[src/rtl/core/stfp_pkg.sv]
package stfp_pkg;

  localparam int unsigned Lanes    = 4;
  localparam int unsigned RawW     = 12;
  localparam int unsigned ChanW    = 10;
  localparam int unsigned TrimW    = 16;
  localparam int unsigned XW       = 22;  // holds (4095 - raw) * 1000
  localparam int unsigned KeyW     = 4;
  localparam int unsigned InDataW  = 56;
  localparam int unsigned SumW     = 11;  // sum of the 13 head/body bytes stays below 2048
  localparam int unsigned FrameLength = 17;
  localparam int unsigned SumSpan  = 13;
  localparam int unsigned CntW     = $clog2(FrameLength);

  localparam logic [RawW-1:0]         AdcFull  = 12'd4095;
  localparam logic [ChanW-1:0]        ScaleTop = 10'd1000;
  localparam logic signed [TrimW-1:0] MidPoint = 16'sd500;
  localparam logic signed [TrimW:0]   TrimStep = 17'sd10;

  // channel lanes
  localparam int unsigned ChThr   = 0;
  localparam int unsigned ChPitch = 1;
  localparam int unsigned ChRoll  = 2;
  localparam int unsigned ChYaw   = 3;

  typedef logic [1:0] kind_t;
  localparam kind_t KindSample = 2'd0;
  localparam kind_t KindKey    = 2'd1;
  localparam kind_t KindSend   = 2'd2;
  localparam kind_t KindReport = 2'd3;

  typedef logic [KeyW-1:0] key_t;
  localparam key_t KeyUp         = 4'd1;
  localparam key_t KeyDown       = 4'd2;
  localparam key_t KeyLeft       = 4'd3;
  localparam key_t KeyRight      = 4'd4;
  localparam key_t KeyLeftx      = 4'd5;
  localparam key_t KeyRightx     = 4'd6;
  localparam key_t KeyRightxLong = 4'd8;

  typedef logic [1:0] outcome_t;
  localparam outcome_t OutMaxRetry  = 2'd0;
  localparam outcome_t OutDelivered = 2'd1;

  typedef logic [1:0] link_t;
  localparam link_t LinkOk   = 2'd0;
  localparam link_t LinkErr  = 2'd1;
  localparam link_t LinkNone = 2'd2;

  typedef logic [1:0] reg_idx_t;
  localparam reg_idx_t RegHeadOne   = 2'd0;
  localparam reg_idx_t RegHeadTwo   = 2'd1;
  localparam reg_idx_t RegHeadThree = 2'd2;

  typedef logic [ChanW-1:0] chan_t;

  typedef struct packed {
    logic sample;
    logic step_up;
    logic step_dn;
    logic recentre;
    logic mid;       // recentre to midpoint, else to zero
  } lane_ctl_t;

  typedef struct packed {
    logic  load_frame;
    logic  load_rep;
    link_t status;
  } frame_ctl_t;

endpackage

[src/rtl/core/stfp_lane.sv]
module stfp_lane (
  input  logic                       clk_i,
  input  logic                       rst_ni,
  input  logic                       adv_i,
  input  logic [stfp_pkg::RawW-1:0]  raw_i,
  input  stfp_pkg::lane_ctl_t        ctl_i,
  output stfp_pkg::chan_t            trimmed_o
);

  localparam int unsigned XW = stfp_pkg::XW;
  localparam int unsigned CW = stfp_pkg::ChanW;
  localparam int unsigned TW = stfp_pkg::TrimW;

  logic [stfp_pkg::RawW-1:0] inv;
  logic [XW-1:0]             x_d, x_q;
  logic [XW:0]               acc, rem;
  logic [CW-1:0]             qa_d, qa_q;
  logic                      corr_d, corr_q;
  logic [CW-1:0]             quo_q;
  logic [CW-1:0]             scaled;
  logic signed [CW+7:0]      sum_t;
  logic signed [TW:0]        step;
  logic [CW-1:0]             scaled_d, scaled_q;
  logic [CW-1:0]             trimmed_d, trimmed_q;
  logic signed [TW-1:0]      trim_d, trim_q;

  // stage 1: invert and multiply by 1000 = 1024 - 16 - 8
  assign inv = stfp_pkg::AdcFull - raw_i;
  assign x_d = XW'({inv, 10'b0}) - XW'({inv, 4'b0}) - XW'({inv, 3'b0});

  // stage 2: x / 4095 ~ (x + x/4096) / 4096, never high, at most one low
  assign acc    = {1'b0, x_q} + (XW+1)'(x_q >> 12);
  assign qa_d   = acc[CW+11:12];
  assign rem    = {1'b0, x_q} + (XW+1)'(qa_d) - (XW+1)'({qa_d, 12'b0});
  assign corr_d = rem >= (XW+1)'(stfp_pkg::AdcFull);

  always_ff @(posedge clk_i) begin
    if (adv_i) begin
      x_q    <= x_d;
      qa_q   <= qa_d;
      corr_q <= corr_d;
      quo_q  <= qa_q + CW'(corr_q);
    end
  end

  // stage 3: trim, clamp, state update
  assign scaled = quo_q;
  assign sum_t  = $signed({8'b0, scaled}) + $signed({{2{trim_q[TW-1]}}, trim_q});
  assign step   = $signed({trim_q[TW-1], trim_q})
                + (ctl_i.step_up ? stfp_pkg::TrimStep : -stfp_pkg::TrimStep);

  always_comb begin
    scaled_d  = scaled_q;
    trimmed_d = trimmed_q;
    trim_d    = trim_q;
    if (ctl_i.sample) begin
      scaled_d = scaled;
      if (sum_t < 0) begin
        trimmed_d = '0;
      end else if (sum_t > $signed({8'b0, stfp_pkg::ScaleTop})) begin
        trimmed_d = stfp_pkg::ScaleTop;
      end else begin
        trimmed_d = sum_t[CW-1:0];
      end
    end
    if (ctl_i.step_up || ctl_i.step_dn) begin
      if (step[TW] != step[TW-1]) begin
        trim_d = step[TW] ? {1'b1, {(TW-1){1'b0}}} : {1'b0, {(TW-1){1'b1}}};
      end else begin
        trim_d = step[TW-1:0];
      end
    end
    if (ctl_i.recentre) begin
      trim_d = (ctl_i.mid ? stfp_pkg::MidPoint : '0) - $signed({6'b0, scaled_q});
    end
  end

  always_ff @(posedge clk_i or negedge rst_ni) begin
    if (!rst_ni) begin
      scaled_q  <= '0;
      trimmed_q <= '0;
      trim_q    <= '0;
    end else begin
      scaled_q  <= scaled_d;
      trimmed_q <= trimmed_d;
      trim_q    <= trim_d;
    end
  end

  assign trimmed_o = trimmed_q;

endmodule

[src/rtl/core/stfp_framer.sv]
module stfp_framer (
  input  logic                 clk_i,
  input  logic                 rst_ni,
  input  stfp_pkg::frame_ctl_t ctl_i,
  input  stfp_pkg::chan_t      chan_i [stfp_pkg::Lanes],
  input  logic                 hold_i,
  input  logic                 off_i,
  input  logic [7:0]           head_one_i,
  input  logic [7:0]           head_two_i,
  input  logic [7:0]           head_three_i,
  input  logic                 m_tready_i,
  output logic                 m_tvalid_o,
  output logic [7:0]           m_tdata_o,
  output logic                 m_tlast_o,
  output stfp_pkg::link_t      m_tuser_o,
  output logic                 free_o
);

  localparam int unsigned CW = stfp_pkg::CntW;
  localparam int unsigned SW = stfp_pkg::SumW;
  localparam logic [CW-1:0] LastIdx = CW'(stfp_pkg::FrameLength - 1);

  logic                    valid_q;
  logic                    rep_q;
  logic [CW-1:0]           cnt_q;
  logic [SW-1:0]           sum_q;
  stfp_pkg::link_t         status_q;
  stfp_pkg::chan_t         chan_q [stfp_pkg::Lanes];
  logic                    hold_q, off_q;
  logic [7:0]              frame_byte;
  logic                    take, done_item;
  logic [31:0]             sum_w;

  assign sum_w = 32'(sum_q);

  // merge the lane snapshot into the serial byte order
  always_comb begin
    case (cnt_q)
      5'd0:    frame_byte = head_one_i;
      5'd1:    frame_byte = head_two_i;
      5'd2:    frame_byte = head_three_i;
      5'd3:    frame_byte = {6'b0, chan_q[stfp_pkg::ChThr][9:8]};
      5'd4:    frame_byte = chan_q[stfp_pkg::ChThr][7:0];
      5'd5:    frame_byte = {6'b0, chan_q[stfp_pkg::ChPitch][9:8]};
      5'd6:    frame_byte = chan_q[stfp_pkg::ChPitch][7:0];
      5'd7:    frame_byte = {6'b0, chan_q[stfp_pkg::ChRoll][9:8]};
      5'd8:    frame_byte = chan_q[stfp_pkg::ChRoll][7:0];
      5'd9:    frame_byte = {6'b0, chan_q[stfp_pkg::ChYaw][9:8]};
      5'd10:   frame_byte = chan_q[stfp_pkg::ChYaw][7:0];
      5'd11:   frame_byte = {7'b0, hold_q};
      5'd12:   frame_byte = {7'b0, off_q};
      5'd13:   frame_byte = sum_w[31:24];
      5'd14:   frame_byte = sum_w[23:16];
      5'd15:   frame_byte = sum_w[15:8];
      5'd16:   frame_byte = sum_w[7:0];
      default: frame_byte = '0;
    endcase
  end

  assign take      = valid_q && m_tready_i;
  assign done_item = rep_q || (cnt_q == LastIdx);
  assign free_o    = !valid_q || (take && done_item);

  always_ff @(posedge clk_i or negedge rst_ni) begin
    if (!rst_ni) begin
      valid_q <= 1'b0;
      rep_q   <= 1'b0;
      cnt_q   <= '0;
    end else if (ctl_i.load_frame) begin
      valid_q <= 1'b1;
      rep_q   <= 1'b0;
      cnt_q   <= '0;
    end else if (ctl_i.load_rep) begin
      valid_q <= 1'b1;
      rep_q   <= 1'b1;
      cnt_q   <= '0;
    end else if (take) begin
      if (done_item) begin
        valid_q <= 1'b0;
      end else begin
        cnt_q <= cnt_q + 1'b1;
      end
    end
  end

  // checksum builds up as the leading bytes go out
  always_ff @(posedge clk_i) begin
    if (ctl_i.load_frame) begin
      sum_q  <= '0;
      chan_q <= chan_i;
      hold_q <= hold_i;
      off_q  <= off_i;
    end else if (take && !rep_q && (cnt_q < CW'(stfp_pkg::SumSpan))) begin
      sum_q <= sum_q + SW'(frame_byte);
    end
    if (ctl_i.load_rep) begin
      status_q <= ctl_i.status;
    end
  end

  assign m_tvalid_o = valid_q;
  assign m_tdata_o  = rep_q ? 8'd0 : frame_byte;
  assign m_tlast_o  = !rep_q && (cnt_q == LastIdx);
  assign m_tuser_o  = rep_q ? status_q : stfp_pkg::LinkOk;

endmodule

[src/rtl/core/stick_trim_frame_packer.sv]
// Four-lane stick conditioner and frame packer.
// An item runs three pipeline stages; its first result is presented
// the cycle after it leaves the third stage.
// Throughput: one item per cycle; a send holds the output for its 17 frame bytes
// and a report for one beat, and the pipe stalls when either meets a busy output.
// Reset clears trims, channel values, flags and header registers at once.
module stick_trim_frame_packer (
  input  logic        clk_i,
  input  logic        rst_ni,
  input  logic        s_axis_tvalid_i,
  output logic        s_axis_tready_o,
  // raw_throttle, raw_pitch, raw_roll, raw_yaw, key_code, radio_outcome, pad
  input  logic [55:0] s_axis_tdata_i,
  // kind
  input  logic [1:0]  s_axis_tuser_i,
  output logic        m_axis_tvalid_o,
  input  logic        m_axis_tready_i,
  // frame_byte
  output logic [7:0]  m_axis_tdata_o,
  output logic        m_axis_tlast_o,
  // link_status
  output logic [1:0]  m_axis_tuser_o,
  input  logic        cfg_valid_i,
  output logic        cfg_ready_o,
  input  logic [1:0]  cfg_index_i,
  input  logic [7:0]  cfg_data_i
);

  localparam int unsigned RW = stfp_pkg::RawW;

  logic                  adv, fire, free;
  logic                  v1_q, v2_q, v3_q;
  stfp_pkg::kind_t       kind1_q, kind2_q, kind3_q;
  stfp_pkg::key_t        key1_q, key2_q, key3_q;
  stfp_pkg::outcome_t    out1_q, out2_q, out3_q;
  logic                  hold_q, off_q;
  logic [7:0]            head_one_q, head_two_q, head_three_q;
  stfp_pkg::chan_t       trimmed [stfp_pkg::Lanes];
  stfp_pkg::lane_ctl_t   lane_ctl [stfp_pkg::Lanes];
  stfp_pkg::frame_ctl_t  frame_ctl;
  stfp_pkg::link_t       status;
  logic                  is_key, is_send, is_rep;

  assign is_key  = fire && (kind3_q == stfp_pkg::KindKey);
  assign is_send = fire && (kind3_q == stfp_pkg::KindSend);
  assign is_rep  = fire && (kind3_q == stfp_pkg::KindReport);

  // hold the whole pipe while a send or report waits for the output
  assign adv = !(v3_q && ((kind3_q == stfp_pkg::KindSend) ||
                          (kind3_q == stfp_pkg::KindReport)) && !free);
  assign fire = v3_q && adv;
  assign s_axis_tready_o = adv;

  always_ff @(posedge clk_i or negedge rst_ni) begin
    if (!rst_ni) begin
      v1_q <= 1'b0;
      v2_q <= 1'b0;
      v3_q <= 1'b0;
    end else if (adv) begin
      v1_q <= s_axis_tvalid_i;
      v2_q <= v1_q;
      v3_q <= v2_q;
    end
  end

  always_ff @(posedge clk_i) begin
    if (adv) begin
      kind1_q <= s_axis_tuser_i;
      key1_q  <= s_axis_tdata_i[51:48];
      out1_q  <= s_axis_tdata_i[53:52];
      kind2_q <= kind1_q;
      key2_q  <= key1_q;
      out2_q  <= out1_q;
      kind3_q <= kind2_q;
      key3_q  <= key2_q;
      out3_q  <= out2_q;
    end
  end

  for (genvar g = 0; g < stfp_pkg::Lanes; g++) begin : g_lane
    assign lane_ctl[g].sample   = fire && (kind3_q == stfp_pkg::KindSample);
    assign lane_ctl[g].step_up  = is_key &&
        (((g == stfp_pkg::ChPitch) && (key3_q == stfp_pkg::KeyUp)) ||
         ((g == stfp_pkg::ChRoll)  && (key3_q == stfp_pkg::KeyRight)));
    assign lane_ctl[g].step_dn  = is_key &&
        (((g == stfp_pkg::ChPitch) && (key3_q == stfp_pkg::KeyDown)) ||
         ((g == stfp_pkg::ChRoll)  && (key3_q == stfp_pkg::KeyLeft)));
    assign lane_ctl[g].recentre = is_key && (key3_q == stfp_pkg::KeyRightxLong);
    assign lane_ctl[g].mid      = (g != stfp_pkg::ChThr);

    stfp_lane u_lane (
      .clk_i     (clk_i),
      .rst_ni    (rst_ni),
      .adv_i     (adv),
      .raw_i     (s_axis_tdata_i[g*RW +: RW]),
      .ctl_i     (lane_ctl[g]),
      .trimmed_o (trimmed[g])
    );
  end

  always_comb begin
    case (out3_q)
      stfp_pkg::OutMaxRetry:  status = stfp_pkg::LinkErr;
      stfp_pkg::OutDelivered: status = stfp_pkg::LinkOk;
      default:                status = stfp_pkg::LinkNone;
    endcase
  end

  always_ff @(posedge clk_i or negedge rst_ni) begin
    if (!rst_ni) begin
      hold_q <= 1'b0;
      off_q  <= 1'b0;
    end else begin
      if (is_key && (key3_q == stfp_pkg::KeyLeftx)) begin
        off_q <= 1'b1;
      end
      if (is_key && (key3_q == stfp_pkg::KeyRightx)) begin
        hold_q <= 1'b1;
      end
      if (is_rep && (out3_q == stfp_pkg::OutDelivered)) begin
        hold_q <= 1'b0;
        off_q  <= 1'b0;
      end
    end
  end

  assign cfg_ready_o = 1'b1;

  always_ff @(posedge clk_i or negedge rst_ni) begin
    if (!rst_ni) begin
      head_one_q   <= '0;
      head_two_q   <= '0;
      head_three_q <= '0;
    end else if (cfg_valid_i) begin
      unique case (cfg_index_i)
        stfp_pkg::RegHeadOne:   head_one_q   <= cfg_data_i;
        stfp_pkg::RegHeadTwo:   head_two_q   <= cfg_data_i;
        stfp_pkg::RegHeadThree: head_three_q <= cfg_data_i;
        default: ;
      endcase
    end
  end

  assign frame_ctl.load_frame = is_send;
  assign frame_ctl.load_rep   = is_rep;
  assign frame_ctl.status     = status;

  stfp_framer u_framer (
    .clk_i        (clk_i),
    .rst_ni       (rst_ni),
    .ctl_i        (frame_ctl),
    .chan_i       (trimmed),
    .hold_i       (hold_q),
    .off_i        (off_q),
    .head_one_i   (head_one_q),
    .head_two_i   (head_two_q),
    .head_three_i (head_three_q),
    .m_tready_i   (m_axis_tready_i),
    .m_tvalid_o   (m_axis_tvalid_o),
    .m_tdata_o    (m_axis_tdata_o),
    .m_tlast_o    (m_axis_tlast_o),
    .m_tuser_o    (m_axis_tuser_o),
    .free_o       (free)
  );

  // a stalled input is only ever caused by a pending output
  a_stall_cause: assert property (@(posedge clk_i) disable iff (!rst_ni)
    !s_axis_tready_o |-> m_axis_tvalid_o)
    else $error("input stalled with idle output");

  a_send_starts: assert property (@(posedge clk_i) disable iff (!rst_ni)
    is_send |=> m_axis_tvalid_o && !m_axis_tlast_o && (m_axis_tdata_o == head_one_q))
    else $error("frame did not start with head byte");

  a_last_ok: assert property (@(posedge clk_i) disable iff (!rst_ni)
    m_axis_tvalid_o && m_axis_tlast_o |-> m_axis_tuser_o == stfp_pkg::LinkOk)
    else $error("frame byte with link status");

  a_flags_clear: assert property (@(posedge clk_i) disable iff (!rst_ni)
    is_rep && (out3_q == stfp_pkg::OutDelivered) |=> !hold_q && !off_q)
    else $error("flags not cleared on delivery");

endmodule

[config.mk]
export PLATFORM = sky130hd
export DESIGN_NAME = stick_trim_frame_packer
export DESIGN_NICKNAME = d
export VERILOG_FILES = /design/src/rtl/core/stfp_pkg.sv /design/src/rtl/core/stfp_lane.sv /design/src/rtl/core/stfp_framer.sv /design/src/rtl/core/stick_trim_frame_packer.sv
export SDC_FILE = /design/constraint.sdc
export NUM_CORES = 1
export LEC_CHECK = 0
export ABC_CLOCK_PERIOD_IN_PS = 10600
export BUFFER_PORTS_ARGS = -buffer_cell sky130_fd_sc_hd__buf_4
export CAP_MARGIN = 15
export CORE_MARGIN = 10
export CORE_UTILIZATION = 45
export DETAILED_ROUTE_END_ITERATION = 12
export SETUP_SLACK_MARGIN = 0.3
export SLEW_MARGIN = 20
export SYNTH_ARGS = -nofsm -noshare
export SYNTH_HDL_FRONTEND = slang
export SYNTH_SLANG_ARGS = --single-unit
[constraint.sdc]
create_clock -name clk_i -period 10.6 [get_ports clk_i]
set_input_delay 1.06 -clock clk_i [delete_from_list [all_inputs] [get_ports clk_i]]
set_output_delay 1.06 -clock clk_i [all_outputs]
set_load 0.05 [all_outputs]
**After elaboration in Yosys (flattened, before gate mapping)**

Index checks and enable logic that the tools add are counted.

- Flip-flop bits (word level): 421
- Input bits: 73
- Output and inout bits: 14
- Logic and storage cells: 220

- Add/subtract/negate cells: 40
- Magnitude comparators: 13
- Eq/ne operators: 30
- Multiplexer cells: 36
- Reductions and logical operators: 45

Operator list:

| kind | number |
|---|---|
| 2-to-1 mux 16 bit | 8 |
| one-hot mux 8 bit (15 select lines) | 1 |
| adder 22 x 10 -> 23 bit | 4 |
| >= comparator 23 x 12 -> 1 bit (second input constant) | 4 |
| subtractor 23 x 22 -> 23 bit | 4 |
| adder 22 x 10 -> 22 bit | 4 |
| subtractor 22 x 15 -> 22 bit | 4 |
| subtractor 22 x 16 -> 22 bit | 4 |
| 2-to-1 mux 10 bit | 8 |
| subtractor 12 bit (first input constant) | 4 |
| adder 10 x 1 -> 10 bit | 4 |
| adder 11 x 16 -> 17 bit | 2 |
| adder 16 x 17 -> 17 bit | 2 |
| greater-than comparator 17 x 11 -> 1 bit (second input constant) | 2 |
| < comparator 17 x 1 -> 1 bit (second input constant) | 2 |
| 2-to-1 mux 17 bit | 2 |
| subtractor 9 x 10 -> 11 bit (first input constant) | 3 |
| == test 5 x 4 -> 1 bit (second input constant) | 6 |
| adder 11 x 11 -> 12 bit | 2 |
| greater-than comparator 12 x 11 -> 1 bit (second input constant) | 2 |
| < comparator 12 x 1 -> 1 bit (second input constant) | 2 |
| == test 5 x 3 -> 1 bit (second input constant) | 4 |
| logical AND 1 bit | 20 |
| 2-to-1 mux 5 bit | 4 |
| other kinds (26) | 62 |

**Logic depth before layout (Yosys ltp)**

Gate-level depths: netlist of the first run.

- Word-level depth: 16
- Gate-level depth with buffers: 25
- Mapped depth without buffers: 24

**Cells and area by module**

A second synthesis of the first run with hierarchy kept.

- Cell total of the unflattened synthesis: 3,721
- Area total of the unflattened synthesis: 34,634.5 sq um

Modules (own cells, without submodules):

| module | times used | cells each | area an instance (sq um) | sequential area each (sq um) |
|---|---|---|---|---|
| stfp_lane (g_lane[2].u_lane ...) | 2 | 831 | 7,288.2 | 2,102.0 |
| stfp_lane (g_lane[0].u_lane) | 1 | 854 | 7,626.1 | 2,102.0 |
| stfp_lane (g_lane[1].u_lane) | 1 | 783 | 7,104.3 | 2,102.0 |
| stfp_framer | 1 | 309 | 3,385.7 | 1,716.6 |
| stick_trim_frame_packer | 1 | 113 | 1,941.9 | 1,446.4 |

**Worst setup path before layout of the first run**

OpenSTA, ideal clock, no wires.

- Kind: flip-flop to flip-flop
- Start: register u_framer.cnt_q[0]
- End: register g_lane[0].u_lane.corr_q (enable)
- Library setup time: 2,515 ps
- Arrival time: 6,721 ps
- Required time: 8,085 ps
- Setup slack: 1,364 ps
- Cell stages (with the launch flop): 7
- Path buffers: 0
- Clock period less this slack: 9,236 ps
- Path through: dfrtp_1 > inv_1 > ha_1 > nand2b_1 > nor3_2 > o21ai_0 > nand4_1

- Cells in the longest elaborated chain, start to end: 6

Ends and longest elaborated chain:

| item | RTL line | source |
|---|---|---|
| start: declaration | stfp_framer.sv:25 | `logic [CW-1:0] cnt_q;` |
| start signal: assignment | stfp_framer.sv:81 | `cnt_q <= cnt_q + 1'b1;` |
| == test 5 bit | stfp_framer.sv:61 | `assign done_item = rep_q \|\| (cnt_q == LastIdx);` |
| logical OR 1 bit | stfp_framer.sv:61 |  |
| logical AND 1 bit | stfp_framer.sv:62 | `assign free_o = !valid_q \|\| (take && done_item);` |
| logical OR 1 bit | stfp_framer.sv:62 |  |
| zero test 1 bit | stick_trim_frame_packer.sv:50 | `(kind3_q == stfp_pkg::KindReport)) && !free);` |
| logical AND 1 bit | stick_trim_frame_packer.sv:50 |  |
| end signal: assignment | stfp_lane.sv:41 | `corr_q <= corr_d;` |
| end: declaration | stfp_lane.sv:18 | `logic corr_d, corr_q;` |

No other way between the ends.
A chain may end at the register's enable or synchronous reset.

**Final worst setup path of the first run**

- Start: register g_lane[1].u_lane.x_q[16]
- End: register g_lane[1].u_lane.corr_q, data pin

- Cells in the longest elaborated chain, start to end: 4

Ends and longest elaborated chain:

| item | RTL line | source |
|---|---|---|
| start: declaration | stfp_lane.sv:15 | `logic [XW-1:0] x_d, x_q;` |
| start signal: assignment | stfp_lane.sv:39 | `x_q <= x_d;` |
| adder 22 x 10 -> 22 bit (*) | stfp_lane.sv:32 | `assign acc = {1'b0, x_q} + (XW+1)'(x_q >> 12);` |
| via g_lane[1].u_lane.acc[17] | stfp_lane.sv:16 | `logic [XW:0] acc, rem;` |
| adder 22 x 10 -> 23 bit | stfp_lane.sv:34 | `assign rem = {1'b0, x_q} + (XW+1)'(qa_d) - (XW+1)'({qa_d, 12'b0});` |
| subtractor 23 x 22 -> 23 bit (*) | stfp_lane.sv:34 |  |
| >= comparator 23 x 12 -> 1 bit (*) | stfp_lane.sv:35 | `assign corr_d = rem >= (XW+1)'(stfp_pkg::AdcFull);` |
| via g_lane[1].u_lane.corr_d | stfp_lane.sv:18 |  |
| end signal: assignment | stfp_lane.sv:41 |  |
| end: declaration | stfp_lane.sv:18 |  |

Mark *: on every way through the listed nets, which the timed path passes. The rest lies on a longest branch.

==> results of run 1 <==
-- metrics by stage --
stage / hold slack, ns / utilization, % / total power, mW
floorplan: 0.4003 / - / 8.684
global placement: 0.4049 / 47.75 / 10.15
detailed placement: 0.4052 / 47.75 / 10.30
CTS: 0.3968 / 50.09 / 12.03
global route: 0.4135 / 50.09 / 13.10
finish: 0.3980 / 50.09 / 11.99
-- registers in the layout, summed over array words and instances (netlist names), 4 cells and up --
register / count
g_lane.u_lane.x_q: 76
g_lane.u_lane.trim_q: 54
g_lane.u_lane.qa_q: 40
g_lane.u_lane.quo_q: 40
g_lane.u_lane.scaled_q: 40
g_lane.u_lane.trimmed_o: 40
u_framer.chan_q: 40
u_framer.sum_q: 11
head_one_q: 8
head_three_q: 8
head_two_q: 8
u_framer.cnt_q: 5
g_lane.u_lane.corr_q: 4
key1_q: 4
key2_q: 4
key3_q: 4
-- worst paths after layout --
| kind | start | cells past startpoint | slack, ns | endpoint |
|---|---|---|---|---|
| max | g_lane[1].u_lane.x_q[16] | 24 | 4.72 | g_lane[1].u_lane.corr_q |
| min | rst_ni | 1 | 0.40 | v1_q |
| max reg2reg | g_lane[1].u_lane.x_q[16] | 24 | 4.72 | g_lane[1].u_lane.corr_q |
| min reg2reg | key1_q[2] | 0 | 0.42 | key2_q[2] |
| max in group asynchronous | rst_ni | 3 | 8.26 | hold_q |
| min in group clk_i | key1_q[2] | 0 | 0.42 | key2_q[2] |
-- kinds of logic (layout without fill, tap and decap cells) --
family                   Yosys count  in the layout  synth area share, %
adder cells (fa/ha/maj)          408            408                17.45
multiplexers                      45             45                1.592
XOR/XNOR                         265            265                7.633
AO/OA/AOI/OAI                    803            803                17.46
other                              1              1              0.01233
buffers and inverters            346            476                4.316
flip-flops                       409            409                37.23
AND/OR/NAND/NOR                  926            926                14.30
-- power by group through the flow --
stage                     Sequential, mW  Clock, mW  Combinational [mW]
after global placement              3.22          0                6.93
after global routing                3.31       1.76                8.03
after floorplan                     3.07          0                5.61
after CTS                           3.22       1.69                7.12
after detailed placement            3.25          0                7.05
final                               3.22       1.64                7.13
-- worst max-delay path, cell delays in order, from the launching register on --
cell       delay, ns
edfxtp_1        0.49
ha_1            0.32
a31o_2          0.20
a21o_1          0.18
a21o_1          0.18
a21o_1          0.18
a21o_1          0.17
a21oi_1         0.20
nand4b_1        0.16
inv_1           0.10
and3_1          0.17
ha_1            0.35
inv_1           0.06
ha_1            0.27
inv_1           0.04
ha_1            0.36
a2111oi_0       0.45
nand2_1         0.10
o21ai_1         0.27
o31ai_1         0.16
nand2b_1        0.16
a31oi_1         0.25
o311ai_0        0.18
a2111oi_0       0.44
nand4_1         0.19
-- final cells by class --
cell class / instances / area share (%)
Timing Repair Buffer: 95 / 2.135
Multi-Input combinational cell: 2448 / 52.98
Inverter: 291 / 3.253
Clock buffer: 61 / 3.782
Tap cell: 873 / 3.253
Clock inverter: 29 / 0.8830
Sequential cell: 409 / 33.71
-- cells in the mapped netlist, types with 10 or more instances --
library cell / count
a21o_1: 82
dfrtp_1: 170
xnor2_1: 180
o21bai_1: 21
a21oi_1: 202
nor2b_1: 33
a22oi_1: 14
mux2i_1: 18
nor4_1: 17
a2111oi_0: 10
edfxtp_1: 228
nor3_1: 57
o211ai_1: 16
o31ai_1: 16
a21boi_0: 14
clkbuf_1: 48
o22ai_1: 16
nand3_1: 85
inv_1: 291
a211oi_1: 18
and3_1: 56
a222oi_1: 14
ha_1: 381
mux2_2: 27
fa_1: 27
nand2_1: 340
o21a_1: 34
dfxtp_1: 11
o21ai_0: 183
nand4_1: 28
and2_1: 17
nor2_1: 199
or3_1: 15
a31oi_1: 39
xor2_1: 85
nand2b_1: 33
-- metal layers --
layer	track usage [%]	vias to the layer above	part of all wire (%)
li1	-	11750	-
met1	22.73	11040	47
met2	29.60	489	47
met3	2.371	109	4.1
met4	4.699	0	2.3
met5	0	-	0
==> results.ini, run 1 <==
[setup_path]
cp_max_fo=6
worstPathRequired_ns=10.91
crit_path_start_kind=flip-flop
crit_path_end_kind=flip-flop
worstSetupPathType=flip-flop to flip-flop
crit_arrival_ns=6.19

[drt]
vias=23390
drt_iter0_markers=1597
wl_per_cell_um=16.45
drt-total-wl_um=69200
drc=0
first_pass_iters=6
antenna_left=0
via_per_inst=5.562

[clocking]
post_cts_resized=0
clk_pin_slew_worst_paths_ns=0.06
htreeDepth=2
cts_num_sinks=409
cts_made_buffers=48
cts-root-buf=clkbuf_16
clock_latency_ns=0.60
cts_setup_buffers=0
cts_tree=built
holdBufCountCts=0
cts_max_path_buffers=3

[finish]
fin_nets=3774
fin_cells=4206
final_cell_mix=ha_1, nand2_1, inv_1, edfxtp_1, a21oi_1
drive_above_1_share_pct=7.051
final_common_cell=ha_1
diodes=0
nFillCells=6272
seqCellArea_mm2=0.01132
multi_input_area_mm2=0.01779
final_design_area_no_fill_mm2=0.03358
area.growth.synth_to_final_pct=10.44

[timing]
fin_crit_sh_pct=55.50
maxSlewHeadroom_pct=29.10
layout_setup_ws_ns=4.717
rsz0062_at_grt=false
max_freq_mhz=170.0
worst_pin_slew_ns=1.055
drv_slew=0
min_period_ns=5.883
finalSetupViolations=0
finalHoldViolations=0
clock_skew_ns=0.02287
tns_ns=0

[synthesis]
synth-async-reset-ratio_pct=41.56
synth_flop_cell=edfxtp_1
syn-num-nets=3684
avgSynthCellArea_um2=9.494
yosysWarnings=0
synth-seq-cells=409
syn_inst=3203
yosys.area.top_type=edfxtp_1
synthTopCellsByArea=edfxtp_1, ha_1, dfrtp_1
synth_top_area_share_pct=22.52
synth_cell_types=94
mappedNetlistArea_mm2=0.03041
synth-seq-area-share_pct=37.23
synth-edff-count=228

[global_route]
grt_remaining_overflow=0
globalRouteTotalUtil_pct=17.35
grt_pass1_vias=23030
antenna_found_initial=0
grt_max_degree=93
grt_pass1_wl_um=114500

[run]
drv_cap=0

[min_path]
hp-class=primary input to async pin

[pwr]
power.leakage_nw=15.28
ir_drop_v=0.0001333
power_frac_seq_pct=26.8
power.share.clock_pct=13.7
intPower_mw=6.466
p_sw_mw=5.519
comb_power_share_pct=59.5
p_sw_share_pct=46.05
powerDensity_mw_per_mm2=356.9

[place]
place_inst=4116
dpl-instance-area_mm2=0.03201
pre_cts_ws_ns=4.707
port_buffers=83
gp_congestion=0.8780
hpwlAfterDp_um=53850

[floorplanning]
start_util_pct=45.36
die_y_um=280.0
die_w_um=280.0
fp-row-count=95
io_pins=87
core-area_mm2=0.06704
die-area_mm2=0.07837

[run_status]
outcome=finished, final reports clean

No activity file was read; power rests on OpenSTA's default activity.
==> inputs of run 2 (changes only) <==
ABC_CLOCK_PERIOD_IN_PS = 6100   (was 10600)
clock period = 6.1 ns   (was 10.6 ns; I/O delays follow)
==> run 2 against run 1 <==
Compared with the run above:
- fmax is 5.8% higher
- power is 77% higher
- sequential power is 74% higher
- register-to-register slack worse by 4.2 ns
- critical path depth is 1 lower
- core utilization is 0.46 points higher
- combinational power is 77% higher
- count of clock-buffer cells in the layout is 1 lower
- worst setup slack worse by 4.2 ns
- sequential cell count stayed put
==> results.ini, run 2 (same netlist as run 1, synthesis figures left out) <==
[run_status]
outcome=finished, final reports clean

[finish]
largest-register=g_lane.u_lane.x_q
top_regs=g_lane.u_lane.x_q: 76 flops, g_lane.u_lane.trim_q: 54 flops
final_cell_mix=ha_1, nand2_1, inv_1, edfxtp_1, a21oi_1
seqCellArea_mm2=0.01132
area.growth.synth_to_final_pct=11.44
drive_above_1_share_pct=7.999
final_common_cell=ha_1
largest_register_ffs=76
nFillCells=6190
fin_nets=3780
multi_input_area_mm2=0.01789
diodes=0

[timing]
rsz0062_at_grt=true
maxSlewHeadroom_pct=36.37
layout_setup_ws_ns=0.5399
min_period_ns=5.560
finalSetupViolations=0
finalHoldViolations=0
worst_pin_slew_ns=0.9544
fin_crit_sh_pct=91.15
drv_slew=0
max_freq_mhz=179.9
clock_skew_ns=0.03181

[place]
port_buffers=83
gp_congestion=0.9012
pre_cts_ws_ns=0.2782
hpwlAfterDp_um=54550

[floorplanning]
die_y_um=280.0
die-area_mm2=0.07837
fp-row-count=95
start_util_pct=45.36
core-area_mm2=0.06704
io_pins=87
die_w_um=280.0

[clocking]
cts_made_buffers=47
clock_latency_ns=0.59
clk_pin_slew_worst_paths_ns=0.06
cts_num_sinks=409
cts-root-buf=clkbuf_16
cts_max_path_buffers=3
htreeDepth=2
cts_tree=built

[drt]
drc=0
vias=23390
first_pass_iters=6
antenna_left=0
drt_iter0_markers=1424
via_per_inst=5.554
wl_per_cell_um=16.66
drt-total-wl_um=70170

[setup_path]
crit_path_end_kind=flip-flop
worstPathRequired_ns=6.41
rr_startpoint=g_lane[0].u_lane.x_q[16]
crit_start=g_lane[0].u_lane.x_q[16]
worstSetupPathType=flip-flop to flip-flop
reg2reg_slack_ns=0.54
crit_arrival_ns=5.87
worstRegToRegCells=23
crit_path_start_kind=flip-flop
rr_endpoint=g_lane[0].u_lane.corr_q
cp_max_fo=7
crit_end=g_lane[0].u_lane.corr_q

[pwr]
comb_power_share_pct=59.3
p_sw_mw=9.685
power.total_mw=21.23
power_frac_seq_pct=26.3
p_sw_share_pct=45.62
powerDensity_mw_per_mm2=626.5
ir_drop_v=0.0003719
power.leakage_nw=15.39
intPower_mw=11.54
power.share.clock_pct=14.3

[global_route]
antenna_found_initial=0
grt_max_degree=123
grt_pass1_wl_um=116600
globalRouteTotalUtil_pct=17.68
grt_pass1_vias=23480
grt_remaining_overflow=0

[min_path]
hp-class=primary input to flip-flop

[run]
drv_cap=0

[run 2: worst min path at each step]
stage / cells after the start / slack (ns) / start / endpoint
after floorplan: 0 / 0.31 / rst_ni / g_lane[0].u_lane.scaled_q[0]
after global placement: 0 / 0.41 / kind1_q[1] / kind2_q[1]
after detailed placement: 0 / 0.41 / kind2_q[1] / kind3_q[1]
after CTS: 1 / 0.16 / s_axis_tdata_i[53] / out1_q[1]
after global routing: 1 / 0.17 / s_axis_tdata_i[53] / out1_q[1]
final: 1 / 0.19 / s_axis_tdata_i[53] / out1_q[1]
[run 2: metrics by stage]
step                hold slack (ns)  utilization (%)  instances  instance area, um^2  TNS, ns
global placement             0.4078            47.84       4118                32070        0
floorplan                    0.3144                -       3203                30440  -537.50
CTS                          0.1572            50.41       4207                33790        0
detailed placement           0.4052            47.84       4118                32070        0
global route                 0.1664            50.55       4211                33890        0
finish                       0.1939            50.55       4211                33890        0
[run 2: power groups by stage]
stage	logic, mW	clock network [mW]	registers, mW
2_1_floorplan	9.50	0	5.29
6_report	12.6	3.04	5.59
3_5_place_dp	12.3	0	5.65
3_3_place_gp	12.1	0	5.60
5_1_grt	14.2	3.27	5.76
4_1_cts	12.4	3.14	5.60
[run 2: layout make-up]
cell class,instances,area share (%)
Sequential cell,409,33.41
Clock buffer,60,4.013
Inverter,291,3.223
Multi-Input combinational cell,2448,52.79
Clock inverter,28,1.030
Timing Repair Buffer,102,2.315
Tap cell,873,3.223
[run 2: routing by layer]
layer	vias up	global-route usage, %	share of wire (%)
li1	11770	-	-
met1	11060	22.82	46
met2	456	30.27	48
met3	101	2.429	3.9
met4	0	5.433	2.5
met5	-	0	0
[run 2: timing repair]
| action | CTS | global route |
|---|---|---|
| resized for setup | 1 | 17 |
| hold buffers | 1 | 0 |
| pin swaps | 0 | 3 |
| endpoints found under the hold margin | 50 | 0 |
| setup endpoints to repair | 1 | 12 |
| setup buffers | 0 | 4 |
[run 2: worst max-delay path: stages, from the launching register on]
cell,delay (ns)
edfxtp_1,0.45
ha_1,0.30
a31o_2,0.20
a21o_1,0.17
a21o_1,0.17
a21o_1,0.18
a21o_1,0.18
a21oi_1,0.18
nand4b_1,0.16
inv_1,0.09
and3_1,0.19
ha_1,0.37
inv_1,0.07
ha_1,0.27
inv_1,0.04
ha_1,0.38
a2111o_1,0.46
o211ai_1,0.33
a311o_1,0.25
o21ai_2,0.08
nor3_1,0.16
o21ai_0,0.11
a2111oi_1,0.37
nand3_1,0.12
==> inputs of run 3 (changes only) <==
ABC_AREA = 1   (was unset)
==> run 3 against run 2 <==
Compared with the run above:
- sequential cell count stayed put
- highest routed layer unchanged
- worst setup slack better by 0.32 ns
- combinational power is 7% higher
- sequential power is 6.4% lower
- hold slack worse by 0.049 ns
- non-clock buffer count is 7 lower
- count of clock-buffer cells in the layout is 3 lower
- critical endpoint is now g_lane[1].u_lane.trim_q[14]
- via count is 16% higher
- critical path depth is 3 higher
- core utilization hardly changed
- die area is 7.3% higher
==> results.ini, run 3 <==
[timing]
tns_ns=0
finalHoldViolations=0
maxSlewHeadroom_pct=30.54
clock_skew_ns=0.01939
rsz0062_at_grt=false
fin_crit_sh_pct=85.86
worst_pin_slew_ns=1.040
drv_slew=0
finalSetupViolations=0
min_period_ns=5.237
holdWs_ns=0.1453
max_freq_mhz=190.9

[pwr]
powerDensity_mw_per_mm2=600.6
power.leakage_nw=18.52
ir_drop_v=0.0003709

[clocking]
cts_setup_buffers=0
cts_max_path_buffers=3
cts_made_buffers=48
holdBufCountCts=0
cts_num_sinks=409
clock_latency_ns=0.59
cts-root-buf=clkbuf_16
cts_tree=built
post_cts_resized=0
clk_pin_slew_worst_paths_ns=0.06
htreeDepth=2

[drt]
vias=27140
wl_met3_um=2304
drt_iter0_markers=1572
wl_met1_um=37670
top_layer=met4
drt-total-wl_um=76910
met2WireLength_um=35740
first_pass_iters=5
wl_per_cell_um=14.36
antenna_left=0
drc=0
via_per_inst=5.069

[place]
hpwlAfterDp_um=60810
port_buffers=83
gp_congestion=0.9091

[setup_path]
crit_path_start_kind=flip-flop
worstSetupPathType=flip-flop to flip-flop
reg2reg_slack_ns=0.86
cp_max_fo=14
worstPathRequired_ns=6.62
crit_arrival_ns=5.76
crit_path_end_kind=flip-flop

[synthesis]
synth_most_common_cell=nand2_1
syn-num-nets=4735
synth_top_area_share_pct=20.87
yosys.area.top_type=edfxtp_1
synthTopCellsByArea=edfxtp_1, ha_1, dfrtp_1
mappedNetlistArea_mm2=0.03281
synthTopCellsByCount=nand2_1, inv_1, ha_1, nor2_1, nand3_1
syn_inst=4254
yosysWarnings=0
synth_flop_cell=edfxtp_1
synth-seq-cells=409
synth-seq-area-share_pct=34.51
synth-edff-count=228
synth-async-reset-ratio_pct=41.56
avgSynthCellArea_um2=7.712
synth_cell_types=69

[run]
drv_cap=0

[global_route]
globalRouteTotalUtil_pct=18.05
antenna_found_initial=0
grt_pass1_vias=26490
grt_remaining_overflow=0
grt_pass1_wl_um=130300
grt_max_degree=109

[floorplanning]
die_w_um=290.0
start_util_pct=45.66
fp-row-count=98
die-area_mm2=0.08410
core-area_mm2=0.07185
io_pins=87
die_y_um=290.0

[finish]
final_util_pct=50.54
diodes=0
area.growth.synth_to_final_pct=10.69
fin_nets=4845
largest_register_ffs=76
top_regs=g_lane.u_lane.x_q: 76 flops, g_lane.u_lane.trim_q: 54 flops
final_cell_mix=nand2_1, inv_1, ha_1, nor2_1, nand3_1
final_common_cell=nand2_1
drive_above_1_share_pct=5.631
largest-register=g_lane.u_lane.x_q

[min_path]
hp-class=primary input to async pin

[run_status]
outcome=finished, final reports clean

-- run 3: cell count changes after synthesis, sizes merged, moves of 34 or more --
| cell | previous run | this run |
|---|---|---|
| a21o | 83 | 19 |
| a21oi | 205 | 250 |
| nand4 | 28 | 79 |
| and3 | 56 | 10 |
| o21ai | 186 | 220 |
| nor2 | 200 | 312 |
| nand2 | 340 | 1121 |
| xnor2 | 180 | 86 |
| inv | 291 | 676 |
| nand3 | 85 | 266 |
| xor2 | 85 | 130 |
-- run 3: worst max-delay path: stages (launching register included) --
cell and delay, ns:
edfxtp_1 0.47, inv_1 0.17, nand3_2 0.24, nor3_1 0.26
inv_1 0.09, nor2_1 0.40, inv_1 0.42, ha_1 0.44
inv_1 0.06, o21ai_0 0.27, nand3_1 0.11, nand4_1 0.13
nand2_1 0.06, inv_1 0.06, nor2_1 0.04, nor2_1 0.10
nor2_1 0.07, xor2_1 0.14, ha_1 0.31, inv_1 0.10
nor2_1 0.47, inv_1 0.25, a21oi_1 0.17, o21ai_0 0.10
nand3_1 0.07, o21ai_0 0.09, inv_1 0.07
-- run 3: cells by family (layout without fill, tap and decap cells) --
kind of cell	Yosys count	count (layout)	synth area share [%]
and+or+nand+nor	1907	1907	24.77
buffers and inverters	712	862	8.227
AOI/OAI and AO/OA	600	600	10.45
DFF	409	409	34.51
adders and majority gates	408	408	16.18
xor gates and xnor gates	216	216	5.812
other	1	1	0.01143
muxes	1	1	0.03432
-- run 3: power by group --
group | internal, mW | switching, mW | total, mW
Sequential | 4.28 | 0.945 | 5.23
Clock | 1.95 | 1.18 | 3.13
Combinational | 4.81 | 8.65 | 13.5
-- run 3: area by class of cell --
type,count,area [um^2]
repair buffers,95,719.4
flip-flops and latches,409,11320
fillers,7048,35540
multi-input cells,3133,18810
clock inverters,33,481.7
clock buffers,57,1255
inverters,677,2541
well taps,950,1189
-- run 3: final timing paths --
| path | from | end | cells past startpoint |
|---|---|---|---|
| min | rst_ni | g_lane[2].u_lane.trim_q[9] | 1 |
| max in group asynchronous | rst_ni | g_lane[1].u_lane.scaled_q[5] | 2 |
| max reg2reg | kind3_q[1] | g_lane[1].u_lane.trim_q[14] | 26 |
| min reg2reg | kind2_q[0] | kind3_q[0] | 0 |
| max | kind3_q[1] | g_lane[1].u_lane.trim_q[14] | 26 |
| min in group clk_i | s_axis_tdata_i[52] | out1_q[0] | 1 |
-- run 3: metrics by stage --
stage               setup WS, ns  power (mW)  instance area, um^2  instances
floorplan                 0.9529       15.45                32810       4254
global placement          0.9662       18.55                34580       5264
detailed placement        0.9648       18.66                34580       5264
CTS                       0.9154       21.91                36310       5354
global route              0.4208       24.23                36310       5354
finish                    0.8627       21.81                36310       5354
-- run 3: per-layer routing --
metal	global-route usage, %	vias up
met1	24.40	12410
met5	0	-
met3	1.834	85
met4	3.557	0
met2	30.89	377
li1	-	14270
